===== src/hdl/rems_pkg.sv =====
// shared types and constants for the exposure mean score block
`default_nettype none

package rems_pkg;

    localparam int PIX_W   = 8;
    localparam int SUM_W   = 32;
    localparam int CNT_W   = 25;
    localparam int MEAN_W  = 18;
    localparam int Q_FRAC  = 8;
    localparam int LANES   = 3;

    // integer bits of the mean; a quotient at or above 2^MEAN_W saturates
    localparam int INT_W   = MEAN_W - Q_FRAC;
    localparam int CMP_W   = CNT_W + INT_W;
    localparam int STEP_W  = $clog2(MEAN_W);

    localparam logic [SUM_W-1:0]  SUM_MAX        = {SUM_W{1'b1}};
    localparam logic [CNT_W-1:0]  COUNT_MAX      = {CNT_W{1'b1}};
    localparam logic [MEAN_W-1:0] MEAN_MAX       = {MEAN_W{1'b1}};
    // 1000.0 in q10.8
    localparam logic [MEAN_W-1:0] LARGE_SCORE_Q8 = 18'd256000;

    typedef struct packed {
        logic [PIX_W-1:0] red;
        logic [PIX_W-1:0] green;
        logic [PIX_W-1:0] blue;
        logic [PIX_W-1:0] alpha;
        logic             last_pixel;
    } pixel_t;

    typedef struct packed {
        logic [MEAN_W-1:0] mean_red;
        logic [MEAN_W-1:0] mean_green;
        logic [MEAN_W-1:0] mean_blue;
        logic              no_coverage;
    } score_t;

    typedef struct packed {
        logic [SUM_W-1:0] sum_red;
        logic [SUM_W-1:0] sum_green;
        logic [SUM_W-1:0] sum_blue;
        logic [CNT_W-1:0] covered_count;
    } frame_sum_t;

endpackage

`default_nettype wire


===== src/hdl/rgb_exposure_mean_score_core.sv =====
// top level of the rgb exposure mean score block
//
// input channel: one pixel per transfer (push/full); pixel carries red, green,
// blue, alpha and last_pixel. pixels are taken one per cycle, back to back,
// while full is low
// every pixel adds its color bytes to three 32-bit sums; nonzero alpha bumps
// the covered count. the last pixel closes the frame and its summary goes
// into a small queue (QUEUE_DEPTH entries)
// result channel: one score per frame (empty/pop); means are sum*256/count in
// unsigned q10.8, saturated at 262143; with no covered pixel all three means
// are 1000.0 and no_coverage is set
// path from the last pixel's transfer to empty going low, when the divider is
// free: queue write, divider load, the 18-step restoring divider (one quotient bit
// per cycle, three lanes side by side), then the result register write
// pixels stream at one per cycle while full is low; the divider works on one
// frame at a time, so a run of very short frames fills the queue and raises
// full
// a stalled receiver holds the score in the result register; the divider
// finishes the next frame and waits, then the queue fills and full goes high
// reset clears sums, count, queue and the result valid flag; empty is high
`default_nettype none

module rgb_exposure_mean_score_core
    import rems_pkg::*;
#(
    parameter int QUEUE_DEPTH = 2
)
(
    input  wire logic   clk,
    input  wire logic   rst_n,
    input  wire logic   push,
    output logic        full,
    input  wire pixel_t pixel,
    output logic        empty,
    input  wire logic   pop,
    output score_t      score
);

    // front to queue
    logic       sum_push;
    frame_sum_t sum_wr;
    logic       queue_full;

    // queue to back
    logic       sum_valid;
    logic       sum_take;
    frame_sum_t sum_rd;

    rems_front u_front
    (
        .clk        (clk),
        .rst_n      (rst_n),
        .push       (push),
        .pixel      (pixel),
        .queue_full (queue_full),
        .full       (full),
        .sum_push   (sum_push),
        .sum_out    (sum_wr)
    );

    rems_queue #(
        .DEPTH (QUEUE_DEPTH)
    ) u_queue
    (
        .clk     (clk),
        .rst_n   (rst_n),
        .wr_en   (sum_push),
        .wr_data (sum_wr),
        .rd_en   (sum_take),
        .rd_data (sum_rd),
        .q_full  (queue_full),
        .q_valid (sum_valid)
    );

    // divider and result register
    rems_back u_back
    (
        .clk       (clk),
        .rst_n     (rst_n),
        .sum_valid (sum_valid),
        .sum_in    (sum_rd),
        .sum_take  (sum_take),
        .empty     (empty),
        .pop       (pop),
        .score     (score)
    );

endmodule

`default_nettype wire


===== src/hdl/rems_front.sv =====
// pixel accumulator: channel sums and covered count, frame summary on the last pixel
`default_nettype none

module rems_front
    import rems_pkg::*;
(
    input  wire logic       clk,
    input  wire logic       rst_n,
    input  wire logic       push,
    input  wire pixel_t     pixel,
    input  wire logic       queue_full,
    output logic            full,
    output logic            sum_push,
    output frame_sum_t      sum_out
);

    logic [SUM_W-1:0] sum_reg  [LANES];
    logic [SUM_W-1:0] sum_next [LANES];
    logic [SUM_W-1:0] add_val  [LANES];
    logic [SUM_W:0]   add_wide [LANES];
    logic [CNT_W-1:0] count_reg;
    logic [CNT_W-1:0] count_next;
    logic [CNT_W-1:0] count_acc;
    logic             accept;

    assign full   = queue_full;
    assign accept = push && !queue_full;

    assign add_val[0] = SUM_W'(pixel.red);
    assign add_val[1] = SUM_W'(pixel.green);
    assign add_val[2] = SUM_W'(pixel.blue);

    always_comb
    begin
        for (int l = 0; l < LANES; l++)
        begin
            add_wide[l] = {1'b0, sum_reg[l]} + {1'b0, add_val[l]};
            sum_next[l] = sum_reg[l];
        end
        count_acc = count_reg;
        if (pixel.alpha != '0 && count_reg != COUNT_MAX)
        begin
            count_acc = count_reg + 1'b1;
        end
        count_next = count_reg;
        if (accept)
        begin
            for (int l = 0; l < LANES; l++)
            begin
                // saturating add
                sum_next[l] = add_wide[l][SUM_W] ? SUM_MAX : add_wide[l][SUM_W-1:0];
            end
            count_next = count_acc;
            if (pixel.last_pixel)
            begin
                for (int l = 0; l < LANES; l++)
                begin
                    sum_next[l] = '0;
                end
                count_next = '0;
            end
        end
    end

    // summary carries the sums including the last pixel itself
    assign sum_push = accept && pixel.last_pixel;
    assign sum_out.sum_red       = add_wide[0][SUM_W] ? SUM_MAX : add_wide[0][SUM_W-1:0];
    assign sum_out.sum_green     = add_wide[1][SUM_W] ? SUM_MAX : add_wide[1][SUM_W-1:0];
    assign sum_out.sum_blue      = add_wide[2][SUM_W] ? SUM_MAX : add_wide[2][SUM_W-1:0];
    assign sum_out.covered_count = count_acc;

    always_ff @(posedge clk or negedge rst_n)
    begin
        if (!rst_n)
        begin
            for (int l = 0; l < LANES; l++)
            begin
                sum_reg[l] <= '0;
            end
            count_reg <= '0;
        end
        else
        begin
            for (int l = 0; l < LANES; l++)
            begin
                sum_reg[l] <= sum_next[l];
            end
            count_reg <= count_next;
        end
    end

endmodule

`default_nettype wire


===== src/hdl/rems_queue.sv =====
// short queue of frame summaries between accumulator and divider
`default_nettype none

module rems_queue
    import rems_pkg::*;
#(
    parameter int DEPTH = 2
)
(
    input  wire logic       clk,
    input  wire logic       rst_n,
    input  wire logic       wr_en,
    input  wire frame_sum_t wr_data,
    input  wire logic       rd_en,
    output frame_sum_t      rd_data,
    output logic            q_full,
    output logic            q_valid
);

    localparam int PTR_W = $clog2(DEPTH);
    localparam int CNT_QW = $clog2(DEPTH + 1);

    frame_sum_t        mem [DEPTH];
    logic [PTR_W-1:0]  wr_ptr_reg;
    logic [PTR_W-1:0]  wr_ptr_next;
    logic [PTR_W-1:0]  rd_ptr_reg;
    logic [PTR_W-1:0]  rd_ptr_next;
    logic [CNT_QW-1:0] fill_reg;
    logic [CNT_QW-1:0] fill_next;
    logic              do_wr;
    logic              do_rd;

    assign q_full  = (fill_reg == CNT_QW'(DEPTH));
    assign q_valid = (fill_reg != '0);
    assign do_wr   = wr_en && !q_full;
    assign do_rd   = rd_en && q_valid;
    assign rd_data = mem[rd_ptr_reg];

    always_comb
    begin
        wr_ptr_next = wr_ptr_reg;
        rd_ptr_next = rd_ptr_reg;
        fill_next   = fill_reg;
        if (do_wr)
        begin
            wr_ptr_next = (wr_ptr_reg == PTR_W'(DEPTH - 1)) ? '0 : wr_ptr_reg + 1'b1;
        end
        if (do_rd)
        begin
            rd_ptr_next = (rd_ptr_reg == PTR_W'(DEPTH - 1)) ? '0 : rd_ptr_reg + 1'b1;
        end
        if (do_wr && !do_rd)
        begin
            fill_next = fill_reg + 1'b1;
        end
        else if (do_rd && !do_wr)
        begin
            fill_next = fill_reg - 1'b1;
        end
    end

    always_ff @(posedge clk)
    begin
        if (do_wr)
        begin
            mem[wr_ptr_reg] <= wr_data;
        end
    end

    always_ff @(posedge clk or negedge rst_n)
    begin
        if (!rst_n)
        begin
            wr_ptr_reg <= '0;
            rd_ptr_reg <= '0;
            fill_reg   <= '0;
        end
        else
        begin
            wr_ptr_reg <= wr_ptr_next;
            rd_ptr_reg <= rd_ptr_next;
            fill_reg   <= fill_next;
        end
    end

endmodule

`default_nettype wire


===== src/hdl/rems_back.sv =====
// three-lane bit-serial divider with saturation and the result register
`default_nettype none

module rems_back
    import rems_pkg::*;
(
    input  wire logic       clk,
    input  wire logic       rst_n,
    input  wire logic       sum_valid,
    input  wire frame_sum_t sum_in,
    output logic            sum_take,
    output logic            empty,
    input  wire logic       pop,
    output score_t          score
);

    localparam logic [1:0] ST_IDLE = 2'd0;
    localparam logic [1:0] ST_DIV  = 2'd1;
    localparam logic [1:0] ST_HOLD = 2'd2;

    logic [1:0]        state_reg;
    logic [1:0]        state_next;
    logic [STEP_W-1:0] step_reg;
    logic [STEP_W-1:0] step_next;
    logic [CNT_W-1:0]  n_reg;
    logic [CNT_W-1:0]  n_next;
    logic              zero_reg;
    logic              zero_next;
    logic [CNT_W-1:0]  rem_reg  [LANES];
    logic [CNT_W-1:0]  rem_next [LANES];
    logic [MEAN_W-1:0] low_reg  [LANES];
    logic [MEAN_W-1:0] low_next [LANES];
    logic [MEAN_W-1:0] q_reg    [LANES];
    logic [MEAN_W-1:0] q_next   [LANES];
    logic              sat_reg  [LANES];
    logic              sat_next [LANES];
    logic [SUM_W-1:0]  s_in     [LANES];
    logic [CNT_W:0]    trial    [LANES];
    logic [MEAN_W-1:0] mean_val [LANES];
    logic              out_valid_reg;
    logic              out_valid_next;
    score_t            score_reg;
    score_t            score_next;

    assign s_in[0] = sum_in.sum_red;
    assign s_in[1] = sum_in.sum_green;
    assign s_in[2] = sum_in.sum_blue;

    assign empty = !out_valid_reg;
    assign score = score_reg;

    always_comb
    begin
        state_next     = state_reg;
        step_next      = step_reg;
        n_next         = n_reg;
        zero_next      = zero_reg;
        out_valid_next = out_valid_reg;
        score_next     = score_reg;
        sum_take       = 1'b0;
        for (int l = 0; l < LANES; l++)
        begin
            rem_next[l] = rem_reg[l];
            low_next[l] = low_reg[l];
            q_next[l]   = q_reg[l];
            sat_next[l] = sat_reg[l];
            trial[l]    = {rem_reg[l], low_reg[l][MEAN_W-1]};
            mean_val[l] = zero_reg ? LARGE_SCORE_Q8 : (sat_reg[l] ? MEAN_MAX : q_reg[l]);
        end
        if (pop && out_valid_reg)
        begin
            out_valid_next = 1'b0;
        end
        unique case (state_reg)
            ST_IDLE:
            begin
                if (sum_valid)
                begin
                    sum_take  = 1'b1;
                    n_next    = sum_in.covered_count;
                    zero_next = (sum_in.covered_count == '0);
                    step_next = '0;
                    for (int l = 0; l < LANES; l++)
                    begin
                        // quotient reaches 2^MEAN_W exactly when s >= n * 2^INT_W
                        sat_next[l] = CMP_W'(s_in[l]) >= {sum_in.covered_count, INT_W'(0)};
                        rem_next[l] = CNT_W'(s_in[l] >> INT_W);
                        low_next[l] = {s_in[l][INT_W-1:0], Q_FRAC'(0)};
                        q_next[l]   = '0;
                    end
                    state_next = ST_DIV;
                end
            end
            ST_DIV:
            begin
                for (int l = 0; l < LANES; l++)
                begin
                    if (trial[l] >= {1'b0, n_reg})
                    begin
                        rem_next[l] = CNT_W'(trial[l] - {1'b0, n_reg});
                        q_next[l]   = {q_reg[l][MEAN_W-2:0], 1'b1};
                    end
                    else
                    begin
                        rem_next[l] = trial[l][CNT_W-1:0];
                        q_next[l]   = {q_reg[l][MEAN_W-2:0], 1'b0};
                    end
                    low_next[l] = {low_reg[l][MEAN_W-2:0], 1'b0};
                end
                step_next = step_reg + 1'b1;
                if (step_reg == STEP_W'(MEAN_W - 1))
                begin
                    state_next = ST_HOLD;
                end
            end
            ST_HOLD:
            begin
                if (!out_valid_reg || pop)
                begin
                    score_next.mean_red    = mean_val[0];
                    score_next.mean_green  = mean_val[1];
                    score_next.mean_blue   = mean_val[2];
                    score_next.no_coverage = zero_reg;
                    out_valid_next         = 1'b1;
                    state_next             = ST_IDLE;
                end
            end
            default:
            begin
                state_next = ST_IDLE;
            end
        endcase
    end

    always_ff @(posedge clk)
    begin
        n_reg     <= n_next;
        zero_reg  <= zero_next;
        score_reg <= score_next;
        step_reg  <= step_next;
        for (int l = 0; l < LANES; l++)
        begin
            rem_reg[l] <= rem_next[l];
            low_reg[l] <= low_next[l];
            q_reg[l]   <= q_next[l];
            sat_reg[l] <= sat_next[l];
        end
    end

    always_ff @(posedge clk or negedge rst_n)
    begin
        if (!rst_n)
        begin
            state_reg     <= ST_IDLE;
            out_valid_reg <= 1'b0;
        end
        else
        begin
            state_reg     <= state_next;
            out_valid_reg <= out_valid_next;
        end
    end

endmodule

`default_nettype wire


===== config.mk =====
export PLATFORM = sky130hd
export DESIGN_NAME = rgb_exposure_mean_score_core
export DESIGN_NICKNAME = d
export VERILOG_FILES = /design/src/hdl/rems_pkg.sv /design/src/hdl/rgb_exposure_mean_score_core.sv /design/src/hdl/rems_front.sv /design/src/hdl/rems_queue.sv /design/src/hdl/rems_back.sv
export SDC_FILE = /design/constraint.sdc
export NUM_CORES = 1
export LEC_CHECK = 0
export ABC_AREA = 1
export BUFFER_PORTS_ARGS = -buffer_cell sky130_fd_sc_hd__buf_4
export CORE_MARGIN = 1
export CORE_UTILIZATION = 42
export CTS_CLUSTER_DIAMETER = 150
export DETAILED_ROUTE_END_ITERATION = 12
export SLEW_MARGIN = 20
export SYNTH_ARGS = -nofsm -noshare
export SYNTH_HDL_FRONTEND = slang
export SYNTH_HIERARCHICAL = 1
export SYNTH_SLANG_ARGS = --single-unit

===== constraint.sdc =====
create_clock -name clk -period 18.85 [get_ports clk]
set_input_delay 3.77 -clock clk [delete_from_list [all_inputs] [get_ports clk]]
set_output_delay 3.77 -clock clk [all_outputs]
set_load 0.02 [all_outputs]

Yosys cells after proc, flatten, opt, wreduce, memory -nomap -nowiden
Memory sizes are Yosys's and may differ from the RTL's.
Index checks and enable logic that the tools add are counted.
- memories kept: 5
- memory bits (writable): 428
- input bits: 37
- register bits after elaboration: 214
- memory list (name ; words ; width ; read ports ; clocked after Yosys merged registers in ; write ports ; RTL line ; text):
    u_queue.mem ; 2 ; 121 ; 1 ; 0 ; 1 ; rems_queue.sv:23 ; frame_sum_t mem [DEPTH];
    u_back.rem_reg ; 3 ; 25 ; 3 ; 0 ; 3 ; rems_back.sv:29 ; logic [CNT_W-1:0] rem_reg [LANES];
    u_back.low_reg ; 3 ; 18 ; 3 ; 0 ; 3 ; rems_back.sv:31 ; logic [MEAN_W-1:0] low_reg [LANES];
    u_back.q_reg ; 3 ; 18 ; 3 ; 0 ; 3 ; rems_back.sv:33 ; logic [MEAN_W-1:0] q_reg [LANES];
    u_back.sat_reg ; 3 ; 1 ; 3 ; 0 ; 3 ; rems_back.sv:35 ; logic sat_reg [LANES];
- multiplexer cells: 40
- magnitude comparators: 6
- reduce and logical (&&, ||, !) cells: 26
- add/sub/neg operators: 12
- eq/ne operators: 8
- operator list (operator ; number):
    $pmux 54 s2 ; 2
    $pmux 75 s2 ; 1
    $mux 25 ; 5
    $mux 54 ; 2
    $ge 32x35->1 ; 3
    $add 32x8->33 ; 3
    $mux 32 ; 3
    $mux 96 ; 1
    $ge 26x25->1 ; 3
    $mux 75 ; 1
    $sub 25x25->25 ; 3
    $mux 13 ; 3
    $add 25x1->25 const B ; 1
    $logic_not 25->1 ; 1
    $ne 25x25->1 const B ; 1
    $mux 1 ; 12
    $mux 2 ; 5
    $pmux 5 s2 ; 1
    $logic_and 1x1->1 ; 8
    $reduce_bool 8->1 ; 1
    $mux 3 ; 2
    $pmux 2 s3 ; 1
    $reduce_and 2->1 ; 3
    $reduce_bool 2->1 ; 3
    other kinds (15) ; 23

Longest topological paths before layout
Gate-level depths: netlist of run 1.
- depth in word-level cells: 9
- gate-level depth with buffers: 16
- gate-level depth less buffers: 16

Modules after synthesis
The synthesis of run 1 kept the hierarchy.
- by module, submodules not included (module ; times used ; cells each ; area an instance (µm²)):
    rems_back ; 1 ; 2490 ; 18457.7
    rems_front ; 1 ; 1614 ; 9811.9
    rems_queue ; 1 ; 664 ; 9059.9

Worst setup path after synthesis of run 1
Ideal clock, no wire load.
- kind: input -> register
- start: input port push
- end: memory u_queue/mem[1][0] (netlist name) (enable)
- library setup time: 602 ps
- buffers on the path: 1
- data arrival time: 9628 ps
- required time: 18248 ps
- path slack: 8620 ps
- stages: 7
- path through: inv_1 > nor2_4 > clkinv_1 > clkbuf_1 > nor2_1 > o21ai_0 > nor2_1
- word-level cells in the longest chain between the ends: 5
- ends and longest elaborated chain (what ; RTL line ; text):
    start, declared ; rgb_exposure_mean_score_core.sv:31 ; input wire logic push,
    $logic_and 1x1->1 ; rems_front.sv:27 ; assign accept = push && !queue_full;
    $logic_and 1x1->1 ; rems_front.sv:66 ; assign sum_push = accept && pixel.last_pixel;
    named net sum_push ; rgb_exposure_mean_score_core.sv:40 ; logic sum_push;
    $logic_and 1x1->1 ; rems_queue.sv:35 ; assign do_wr = wr_en && !q_full;
    $mux 1 ; rems_queue.sv:64 ; if (do_wr)
    $mux 1 (implied by the code) ; rems_queue.sv:66 ; mem[wr_ptr_reg] <= wr_data;
    end, declared ; rems_queue.sv:23 ;
The timed path passes the listed nets, and every way through them passes these cells.

Worst setup path in the final report of run 1
- start: input port push
- end: memory u_queue/mem[1][78] (netlist name) (enable)
The elaborated chain is that of the path after synthesis.

==> qor.yml, run 1 <==
outcome: "finished, final reports clean"
synth_warnings: 6
clk_pin_slew_worst_paths_ns: 0.06
regToRegSetupSlack_ns: 14.56
final_cells: 6042
finalCritPeriodShare: 0.365
endpoint_kind: "register"
antenna_found_initial: 1
synth_largest_area_cell: "edfxtp_1"
gp_congestion: 0.945
max_cap_violations: 0
path_max_fanout: 60
grt-ovfl-total: 0
netlist_instances: 4768
clock.fmax_ghz: 0.146
ys_ff_latch: 618
tns_ns: 0
cts_buffers: 71
switching_share: 0.440
ant_nets: 0
io_buffers: 93
crit_start: "push"
min_delay_path_depth: 2
startpoint_type: "primary input"
diodes: 0
die_width_um: 300
layout.nets: 5043
worst_clock_skew_ns: 0.0229
powerDensity_nw_per_um2: 166
rows: 108
combPwrFrac: 0.482
first_pass_iters: 5
nFillCells: 8618
fp.dieArea_um2: 90100
grtUsageTotal: 0.227
synth_cell_type_count: 48
post_cts_resized: 0
postCtsSetupRepairBufs: 0
setup_ws_ns: 11.98
largest_reg_flops: 242
slew_violations: 0
viasPerCell: 5.04
path_class: "primary input to register"
min_from: "u_front/sum_reg[32]$_DFFE_PN0P_"
post_drt_wl_per_cell_um: 17.0
leakage_nw: 20.0
vias: 30468
drc_errors: 0
drt_iter0_drc: 2483
worstMarginPinSlew_ns: 1.08
grt_pass1_wl_um: 161000
clock-sinks: 618
power_frac_clock: 0.204
crit_required_ns: 19.09
ff2ff_path_depth: 9
dp_slack_ns: 11.36
synth-seq-area-share: 0.480
synth_area_leaders: "edfxtp_1, nand2_1, dfrtp_1"
async_flop_share: 0.207
h-tree-depth: 3
final-setup-viol-count: 0
power_mw: 6.87
maxSlewHeadroom: 0.280
hold_class: "register to register"
placed_cell_area_um2: 39000
syn_area_um2: 37300
io_pins: 94
dp_hpwl_um: 74600
finalInstanceArea_um2: 41300
grt_max_degree: 74
hold_viol_final: 0
hold_ws_ns: 0.479
insertion_delay_ns: 0.62
synth_nets: 4980
cts_tree: "yes"
synth_area_per_cell_um2: 7.83
grt_setup_unrepaired: "false"
grt_pass1_vias: 28171
synth-edff-count: 490
dp.cells: 5913
routed_wirelength_um: 103000
core_um2: 87400
cts_hold_buf: 0
synthFlopType: "edfxtp_1"
rr_startpoint: "u_queue/fill_reg[1]$_DFFE_PN0P_"
multi_input_area_um2: 16200
yosys.area.top_type_share: 0.394
p_seq_frac: 0.314
crit_arrival_ns: 7.12
p_int_mw: 3.84
register_area_um2: 17900
ir_worst_vdd_v: 0.0000875
die-height_um: 300
p_switching_mw: 3.02
cts_root_buf: "clkbuf_16"
start_util: 0.427
area_growth_pct: 10.8
fin_crit_ns: 6.87
final_core_util: 0.473
drive_gt1_frac: 0.0704
clk_path_buf_depth: 3
==> logic make-up after synthesis <==
family          share of synthesized area
simple gates                        0.329
buf+inv                            0.0877
flops                               0.480
compound gates                     0.0294
fa+ha+maj                          0.0599
xor+xnor                           0.0138
==> cells in the final DEF, fill, tap and decap left out, types with 75 or more instances in the layout <==
cell       count
nand4_1      130
clkbuf_16     75
dfrtp_1      127
nand2_1     1912
nand3_1      363
nor2_1       303
a21oi_1      118
ha_1         169
edfxtp_1     490
inv_1        657
buf_4        117
==> critical path, cell delays in order <==
cell      delay [ns]
buf_4           0.08
inv_1           0.05
nor2_4          0.68
clkinv_2        0.14
nor2_1          0.22
o21ai_0         0.23
nor2_4          0.34
buf_4           0.73
buf_4           0.76
==> power by group through the flow <==
stage	Combinational [mW]	Clock (mW)	Sequential, mW
2_1_floorplan	2.48	0	2.15
3_3_place_gp	3.25	0	2.18
3_5_place_dp	3.28	0	2.18
4_1_cts	3.30	1.43	2.16
5_1_grt	3.75	1.48	2.19
6_report	3.31	1.40	2.16
==> area by class of cell <==
| class | count | area share |
|---|---|---|
| flip-flops and latches | 618 | 0.433 |
| multi-input cells | 3343 | 0.391 |
| inverters | 679 | 0.0619 |
| clock buffers | 93 | 0.0482 |
| well taps | 1155 | 0.0350 |
| repair buffers | 118 | 0.0215 |
| clock inverters | 36 | 0.00878 |
==> synthesized netlist by cell type, drive strengths merged, types with 5 or more instances <==
library cell and instances:
edfxtp 490, inv 677, o211ai 6, nor3 48
a21oi 123, or2 11, nand3 368, nor4 13
clkbuf 51, fa 6, nand2 1959, nand3b 33
dfrtp 128, nand4 131, ha 169, o21bai 6
xnor2 29, xor2 30, o21a 5, nor2 319
buf 77, and2 15, o21ai 61
==> path summary, 6_finish.rpt <==
check | end
hold reg to reg | u_front/sum_reg[32]$_DFFE_PN0P_
hold / removal | u_front/sum_reg[32]$_DFFE_PN0P_
min in group asynchronous | u_front/sum_reg[70]$_DFFE_PN0P_
setup / recovery | u_queue/mem[1][78]$_DFFE_PP_
max in group asynchronous | u_back/state_reg[0]$_DFFE_PN0P_
setup reg to reg | u_queue/mem[1][78]$_DFFE_PP_
==> per-layer routing <==
layer	routed length, µm	vias up	GRT usage
met5	0	-	0
met4	2200	0	0.0553
met3	4660	132	0.0238
met2	46900	726	0.369
met1	48800	14184	0.325
li1	-	15426	-
Power figures use the tool's default switching activity.
==> inputs of run 2 (changes only) <==
==> constraint.sdc (replaced) <==
create_clock -name clk -period 6.4 [get_ports clk]
set_input_delay 1.28 -clock clk [delete_from_list [all_inputs] [get_ports clk]]
set_output_delay 1.28 -clock clk [all_outputs]
set_load 0.02 [all_outputs]
==> run 2 against run 1 <==
Compared with the run above: clock-buffer cell count increased by 5; register-to-register slack got worse by 12 ns; sequential cell count unchanged; wire length increased by 2.0%; non-clock buffer count increased by 2; critical path type is now register to register.
==> qor.yml, run 2 (synthesis gave the netlist of run 1 again) <==
final_common_cell: "nand2_1"
crit_required_ns: 6.76
rr_startpoint: "u_back/n_reg[0]$_DFFE_PP_"
area_growth_pct: 11.3
layout_common_cells: "nand2_1, inv_1, edfxtp_1"
hold_viol_final: 0
clk_path_buf_depth: 3
cts_tree: "yes"
worst_clock_skew_ns: 0.0424
drive_gt1_frac: 0.0703
grt_pass1_vias: 28287
dp.cells: 5915
ir_worst_vdd_v: 0.000451
largest_reg_flops: 242
routed_wirelength_um: 105000
endpoint_kind: "register"
fp.dieArea_um2: 90100
clock.fmax_ghz: 0.262
grt_pass1_wl_um: 164000
grtUsageTotal: 0.233
powerDensity_nw_per_um2: 493
h-tree-depth: 3
post_drt_wl_per_cell_um: 17.3
layout.nets: 5046
regToRegSetupSlack_ns: 2.59
nFillCells: 8565
antenna_found_initial: 0
ant_nets: 0
tns_ns: 0
slew_violations: 0
insertion_delay_ns: 0.65
path_cells: "ha_1 -> inv_1 -> fa_1 -> nand3_1 -> nand3_1 -> nand2_1 -> nand3_2 -> o21ai_0 -> nor2_1"
max_stage_delay_ns: 0.82
drt_iter0_drc: 2470
outcome: "finished, final reports clean"
worstMarginPinSlew_ns: 1.17
cts_root_buf: "clkbuf_16"
rows: 108
grt_setup_unrepaired: "false"
clock-sinks: 618
cp_common_cell: "nand3_1"
min_from: "u_queue/fill_reg[1]$_DFFE_PN0P_"
maxSlewHeadroom: 0.215
final-setup-viol-count: 0
first_pass_iters: 5
cts_buffers: 72
start_util: 0.427
die-height_um: 300
max_cap_violations: 0
grt-ovfl-total: 0
io_buffers: 93
postCtsSetupRepairBufs: 0
post_cts_resized: 0
viasPerCell: 5.06
crit_slowest_cell: "nand3_2"
path_max_fanout: 29
crit_arrival_ns: 4.18
finalCritPeriodShare: 0.596
gp_congestion: 0.929
drc_errors: 0
vias: 30640
io_pins: 94
crit_start: "u_back/n_reg[0]$_DFFE_PP_"
dp_hpwl_um: 75500
startpoint_type: "register"
grt_max_degree: 146
path_class: "register to register"
hold_class: "register to register"
final_cells: 6050
die_width_um: 300
fin_crit_ns: 3.81
leakage_nw: 20.1
hold_ws_ns: 0.480
cts_hold_buf: 0
core_um2: 87400
clk_pin_slew_worst_paths_ns: 0.06
-- run 2: final timing paths --
| kind | depth (start not counted) | end |
|---|---|---|
| setup / recovery | 9 | u_back/rem_reg[0][22]$_SDFFCE_PN0P_ |
| hold / removal | 2 | u_queue/fill_reg[1]$_DFFE_PN0P_ |
| setup reg to reg | 9 | u_back/rem_reg[0][22]$_SDFFCE_PN0P_ |
| hold reg to reg | 2 | u_queue/fill_reg[1]$_DFFE_PN0P_ |
| max in group asynchronous | 2 | u_front/sum_reg[91]$_DFFE_PN0P_ |
| min in group asynchronous | 1 | u_front/sum_reg[70]$_DFFE_PN0P_ |
-- run 2: final cells by class --
class	count	area (µm²)	area share
multi-input cells	3343	16200	0.389
clock inverters	36	543	0.0131
diodes	1	2.50	0.0000602
flip-flops and latches	618	17900	0.431
well taps	1155	1450	0.0348
repair buffers	120	955	0.0230
inverters	679	2560	0.0616
clock buffers	98	1940	0.0467
-- run 2: through the flow --
step	utilization	instance area [µm²]	setup slack, ns	total power, mW
after global placement	0.447	39100	2.29	16.1
final	0.475	41500	2.59	20.5
after detailed placement	0.447	39100	2.28	16.2
after CTS	0.475	41500	2.57	20.6
after floorplan	-	37300	0.688	13.6
after global routing	0.475	41500	2.29	22.1
-- run 2: routing by layer --
metal  global-route usage  wire (µm)
met1                0.336      49300
met2                0.369      47200
met3               0.0280       5610
met4               0.0629       2490
met5                    0          0
-- run 2: critical path, delay by kind of cell (launching register included) --
kind                     cells  cell delay (ns)
AO/OA/AOI/OAI                1             0.39
buffers and inverters        1             0.06
AND/OR/NAND/NOR              5             1.91
flip-flops                   1             0.51
adder cells (fa/ha/maj)      2             0.67
-- run 2: power by group --
part           leakage [nW]  switching (mW)  internal [mW]
clock                  1.18            1.79           2.50
sequential             6.62           0.464           5.88
combinational          12.3            6.81           3.04
